`src/rtl/core/m3i_pkg.sv`:
```
// Shared constants, types and width helpers for the 3x3 matrix inverter.
package m3i_pkg;

    localparam int ELEM_WIDTH_DEF = 32;
    localparam int FRAC_BITS_DEF  = 16;
    localparam int NUM_ELEM       = 9;
    localparam int ROW_LEN        = 3;
    // cofactor 2 + determinant 3 + prep 2 + output 1
    localparam int FRONT_STAGES   = 8;

    typedef struct packed {
        logic valid;
        logic singular;
    } t_flags;

    function automatic int det_width(int e);
        return 3 * e + 1;
    endfunction

    // Remainder must hold the shifted numerator and the divisor shifted by e.
    function automatic int rem_width(int e, int f);
        int nw;
        int dw;
        nw = 2 * e - 1 + 2 * f;
        dw = 3 * e + 1 + e;
        return (nw > dw) ? nw : dw;
    endfunction

    function automatic int latency(int e);
        return e + FRONT_STAGES;
    endfunction

endpackage

```
`src/rtl/core/m3i_prep.sv`:
```
// Magnitudes, determinant output and quotient overflow check, two stages.
module m3i_prep #(
    parameter int ELEM_WIDTH = m3i_pkg::ELEM_WIDTH_DEF,
    parameter int FRAC_BITS  = m3i_pkg::FRAC_BITS_DEF
) (
    input  logic                           i_clk,
    input  logic                           i_rst_n,
    input  logic                           i_valid,
    input  logic signed [2*ELEM_WIDTH-1:0] i_adj [m3i_pkg::NUM_ELEM],
    input  logic signed [m3i_pkg::det_width(ELEM_WIDTH)-1:0] i_det,
    output m3i_pkg::t_flags                o_flags,
    output logic [m3i_pkg::rem_width(ELEM_WIDTH, FRAC_BITS)-1:0] o_num [m3i_pkg::NUM_ELEM],
    output logic [m3i_pkg::det_width(ELEM_WIDTH)-1:0] o_den,
    output logic                           o_neg [m3i_pkg::NUM_ELEM],
    output logic                           o_ovf [m3i_pkg::NUM_ELEM],
    output logic [ELEM_WIDTH-1:0]          o_det_value
);
    localparam int PW = 2 * ELEM_WIDTH;
    localparam int DW = m3i_pkg::det_width(ELEM_WIDTH);
    localparam int RW = m3i_pkg::rem_width(ELEM_WIDTH, FRAC_BITS);
    localparam logic [DW-1:0] HALF = DW'(1) << (ELEM_WIDTH - 1);
    localparam logic [ELEM_WIDTH-1:0] MAXV = {1'b0, {(ELEM_WIDTH-1){1'b1}}};
    localparam logic [ELEM_WIDTH-1:0] MINV = {1'b1, {(ELEM_WIDTH-1){1'b0}}};

    logic                  r_va, r_vb;
    logic                  r_sing_a, r_sing_b;
    logic [RW-1:0]         r_num_a [m3i_pkg::NUM_ELEM];
    logic [RW-1:0]         r_num_b [m3i_pkg::NUM_ELEM];
    logic                  r_neg_a [m3i_pkg::NUM_ELEM];
    logic                  r_neg_b [m3i_pkg::NUM_ELEM];
    logic                  r_ovf   [m3i_pkg::NUM_ELEM];
    logic [DW-1:0]         r_den_a, r_den_b;
    logic [ELEM_WIDTH-1:0] r_detv_a, r_detv_b;

    logic [RW-1:0]         n_num [m3i_pkg::NUM_ELEM];
    logic [DW-1:0]         n_den;
    logic [ELEM_WIDTH-1:0] n_detv;

    always_comb begin
        logic [PW-1:0] amag;
        logic [DW-1:0] dq;
        for (int k = 0; k < m3i_pkg::NUM_ELEM; k++) begin
            amag     = i_adj[k][PW-1] ? PW'(-i_adj[k]) : PW'(i_adj[k]);
            n_num[k] = RW'(amag) << (2 * FRAC_BITS);
        end
        n_den = i_det[DW-1] ? DW'(-i_det) : DW'(i_det);
        dq    = n_den >> (2 * FRAC_BITS);
        if (i_det[DW-1]) begin
            n_detv = (dq > HALF) ? MINV : ELEM_WIDTH'(-dq);
        end else begin
            n_detv = (dq >= HALF) ? MAXV : dq[ELEM_WIDTH-1:0];
        end
    end

    always_ff @(posedge i_clk) begin
        if (!i_rst_n) begin
            r_va <= 1'b0;
            r_vb <= 1'b0;
        end else begin
            r_va <= i_valid;
            r_vb <= r_va;
        end
    end

    always_ff @(posedge i_clk) begin
        for (int k = 0; k < m3i_pkg::NUM_ELEM; k++) begin
            r_num_a[k] <= n_num[k];
            r_neg_a[k] <= i_adj[k][PW-1] ^ i_det[DW-1];
            r_num_b[k] <= r_num_a[k];
            r_neg_b[k] <= r_neg_a[k];
            // quotient would need more than ELEM_WIDTH bits
            r_ovf[k]   <= r_num_a[k] >= (RW'(r_den_a) << ELEM_WIDTH);
        end
        r_den_a  <= n_den;
        r_sing_a <= (i_det == '0);
        r_detv_a <= n_detv;
        r_den_b  <= r_den_a;
        r_sing_b <= r_sing_a;
        r_detv_b <= r_detv_a;
    end

    assign o_flags.valid    = r_vb;
    assign o_flags.singular = r_sing_b;
    assign o_num            = r_num_b;
    assign o_den            = r_den_b;
    assign o_neg            = r_neg_b;
    assign o_ovf            = r_ovf;
    assign o_det_value      = r_detv_b;

endmodule

```
`config.mk`:
```
export PLATFORM = sky130hd
export DESIGN_NAME = m3i_prep
export DESIGN_NICKNAME = d
export VERILOG_FILES = /design/src/rtl/core/m3i_pkg.sv /design/src/rtl/core/m3i_prep.sv
export SDC_FILE = /design/constraint.sdc
export NUM_CORES = 2
export LEC_CHECK = 0
export ABC_AREA = 1
export BUFFER_PORTS_ARGS = -buffer_cell sky130_fd_sc_hd__buf_2
export CAP_MARGIN = 20
export CORE_AREA = 2 2 768 770
export CTS_CLUSTER_SIZE = 8
export DETAILED_ROUTE_END_ITERATION = 6
export DIE_AREA = 0 0 770 772
export SLEW_MARGIN = 30
export SYNTH_ARGS = -nofsm -noshare
export SYNTH_HDL_FRONTEND = slang
export SYNTH_SLANG_ARGS = --single-unit
```
`constraint.sdc`:
```
create_clock -name i_clk -period 3.7 [get_ports i_clk]
set_input_delay 0.37 -clock i_clk [delete_from_list [all_inputs] [get_ports i_clk]]
set_output_delay 0.37 -clock i_clk [all_outputs]
set_load 0.005 [all_outputs]
```
==> reports/results.txt <==
Hold Fails Final Rpt = 0
Clock power share = 39.2%
Vias in the first global route = 66.3k
Slowest cell on crit path = dlygate4sd3_1
Crit-path cells = dlygate4sd3_1, buf_2, nor3_1, nand2_1, nor3_4, nand4_1, nor2_2, nand4_1, dlygate4sd3_1, nor2_1, inv_1, o21ai_0, xnor2_1, dlygate4sd3_1
Launch point of the worst path = i_adj[64]
DRT Pass-1 Iters = 7
Final max-slew violation count = 0
GRT Overall Usage = 17.0%
Total Routed Length = 530,000 um
Fmax = 0.281 GHz
Largest net degree at the start of global routing = 57
Unique masters post-synth = 62
Slew margin rel. = 41.5%
Top cell type's share of synthesized area = 42.7%
CTS tree = built
Crit path to = r_num_a[7][51]
Leading area contributor after synthesis = dfxtp_1
Sequential share of power = 39.5%
Pwr Density = 466 nW/um2
Placer Congestion = 0.953
CP peak stage delay = 0.62 ns
Worst slew pin tran = 0.878 ns
Hold Path Class = in2reg
RSZ-0062 raised after global routing = false
Min Tclk post-route = 3.56 ns
Status = finished, violations left
Yosys warning count = 0
Worst path required time = 4.55 ns
Most frequent cell on the critical path = dlygate4sd3_1
Worst setup SP type = primary input
Crit Path Class = in2reg
Clk sinks = 1,441
Synth Area per Inst = 8.35 um2
Comb power frac = 21.3%
Area Growth Syn to Fin = 48.8%
First-pass GRT wire length = 661,000 um
Sw frac = 33.2%
R2R Setup Slk = 0.21 ns
Vias post-DR = 69.1k
Die area = 594,000 um2
Buf/Inv on CP = 5
Worst skew pair latency = 0.95 ns
Failing checks = design-rule violations
Clock root cell = clkbuf_16
Initial drt markers = 5,739
Crit share post-route = 96.1%
Num CTS Buffers = 213
Leakage dissipation = 44.3 nW
Nets = 12.2k
Synthesis-stage register bit count = 1,441
WP data arrival = 4.40 ns
Tot Pwr = 46.9 mW
Async SR Flop Fraction = 0%
Post-placement cell area = 83,700 um2
Max-cap violation count = 0
Initial Util = 11.5%
Worst r2r path cells = 11
Setup crit end kind = flip-flop
Sequential cell area fraction in the yosys report = 42.7%
Post-route setup slack = 0.144 ns
GRT Residual Overflow = 0
Setup Skew = 0.101 ns
Reg2Reg Capture Point = o_ovf[8]
Drt drc = 2
Die Ht = 772 um
Peak supply drop = 0.446 mV
Internal power = 31.3 mW
Avg WL per Cell = 28.1 um
Post-synthesis instance area = 67,600 um2
I/O pin count = 1,986
Layout Cells excl Fill = 18.9k
Final setup viols = 0
Final core occ = 17.1%
HP Start = i_adj[319]
Via-to-Cell Ratio = 3.66
# rows = 282
DP Wirelength = 444,000 um
Critical path depth = 14
Place WS = -0.344 ns
NetSw = 15.5 mW
Worst-path clk slew = 0.06 ns
Area contributors post-synth = dfxtp_1 43%, ha_1 11%, nand2_1 6.9%, buf_4 6.5%, nor2_1 5.4%
Initial antenna violation count = 267
Synthesized instance count = 8,104
Cell with the most instances after synthesis = dfxtp_1
Die X = 770 um
Area of the core = 587,000 um2
Share of cells above drive strength 1 = 18.9%
CP max FO = 5
IO Port Bufs = 1,400
Final instance area = 101,000 um2
Synth Flop Type = dfxtp_1
Number of H-tree levels = 4
FF-to-FF Start = r_den_a[12]
Max clock buf depth = 4
Final ANT Viol Nets = 0
Delay-heaviest family, CP = buffers and inverters
Placed Cells = 17.4k
Synth top cells by count = 1,441 x dfxtp_1, 1,251 x nand2_1, 967 x nor2_1, 782 x inv_1, 588 x buf_4
Number of synthesized flops with an enable pin = 0
## power groups by stage
| stage | registers (mW) | logic [mW] | clock network [mW] |
|---|---|---|---|
| after floorplan | 17.9 | 3.85 | 0 |
| after global placement | 18.8 | 8.67 | 0 |
| after detailed placement | 18.8 | 8.75 | 0 |
| after CTS | 18.5 | 10.1 | 18.8 |
| after global routing | 18.6 | 10.8 | 19.4 |
| final | 18.5 | 9.98 | 18.4 |
## layout by cell type, fill, tap and decap left out, types with 16 or more instances in the layout
cell           synthesis  final
dfxtp_1             1441   1439
buf_2                 12   1399
nand2_1             1251   1249
dlygate4sd3_1          0   1061
nor2_1               967    960
inv_1                782    719
ha_1                 587    587
conb_1                 1    585
xor2_1               375    375
a21oi_1              336    336
nand3_1              331    330
o21ai_0              265    263
buf_4                588    214
clkbuf_16              0    213
xnor2_1              202    202
nor3_1               198    197
nor4_1               164    164
nand4_1              163    163
diode_2                0     99
clkinv_2               0     56
nand2_2               32     34
o211ai_1              33     33
a31oi_1               34     33
nor2_2                25     31
o21ai_1               26     28
a211oi_1              24     24
nand3b_1              19     19
clkinv_4               0     17
clkbuf_1              62     16
## worst min-delay path, stage by stage
cell,delay (ns)
buf_2,0.10
buf_4,0.28
nand2_1,0.16
xor2_1,0.07
## worst min path at each step
stage | to | depth (start not counted)
2_1_floorplan | o_det_value[0] | 0
3_3_place_gp | o_neg[8] | 0
3_5_place_dp | o_det_value[19] | 0
4_1_cts | r_num_a[4][32] | 4
5_1_grt | r_num_a[4][32] | 4
6_report | r_num_a[4][32] | 4
## cells by family after synthesis
logic type      synth area share, %
other cells                 0.00554
flops                          42.7
compound gates                 6.57
simple gates                   21.0
xor+xnor                       7.47
fa+ha+maj                      10.9
buf+inv                        11.5
## per-stage QoR
stage | hold WS, ns | TNS, ns
final | 0.133 | 0
after CTS | 0.0101 | 0
after global routing | 0.0666 | 0
after floorplan | 0.310 | 0
after detailed placement | 0.312 | -0.344
after global placement | 0.311 | -0.630
## per-layer routing
layer | wire (um) | track usage, % | vias to the layer above
met5 | 694 | 0.265 | -
met4 | 38800 | 10.2 | 72
met3 | 42900 | 4.41 | 1040
met2 | 246000 | 28.5 | 3923
met1 | 202000 | 19.3 | 32916
li1 | - | - | 31169
## flip-flops by register name, indices dropped and copies added, names as in the netlist
name         count
o_den           97
o_det_value     32
o_neg            9
o_num          576
o_ovf            9
r_den_a         97
r_detv_a        32
r_neg_a          9
r_num_a        576
r_sing_a         1
r_sing_b         1
r_va             1
r_vb             1
## timing repair
item	in CTS	in global routing
endpoints found under the hold margin	710	0
hold buffers	1061	0
resized for setup	5	13
setup buffers	0	1
pin swaps	0	1
setup endpoints to repair	1	11
## final cells by class
type,count,area (um2)
Antenna cell,99,248
Clock inverter,27,464
Fill cell,66292,486000
Inverter,795,3120
Clock buffer,240,5540
Sequential cell,1441,28900
Timing Repair Buffer,2682,19400
Multi-Input combinational cell,5776,33300
Tap cell,7810,9770
(Power assumes the default switching activity.)
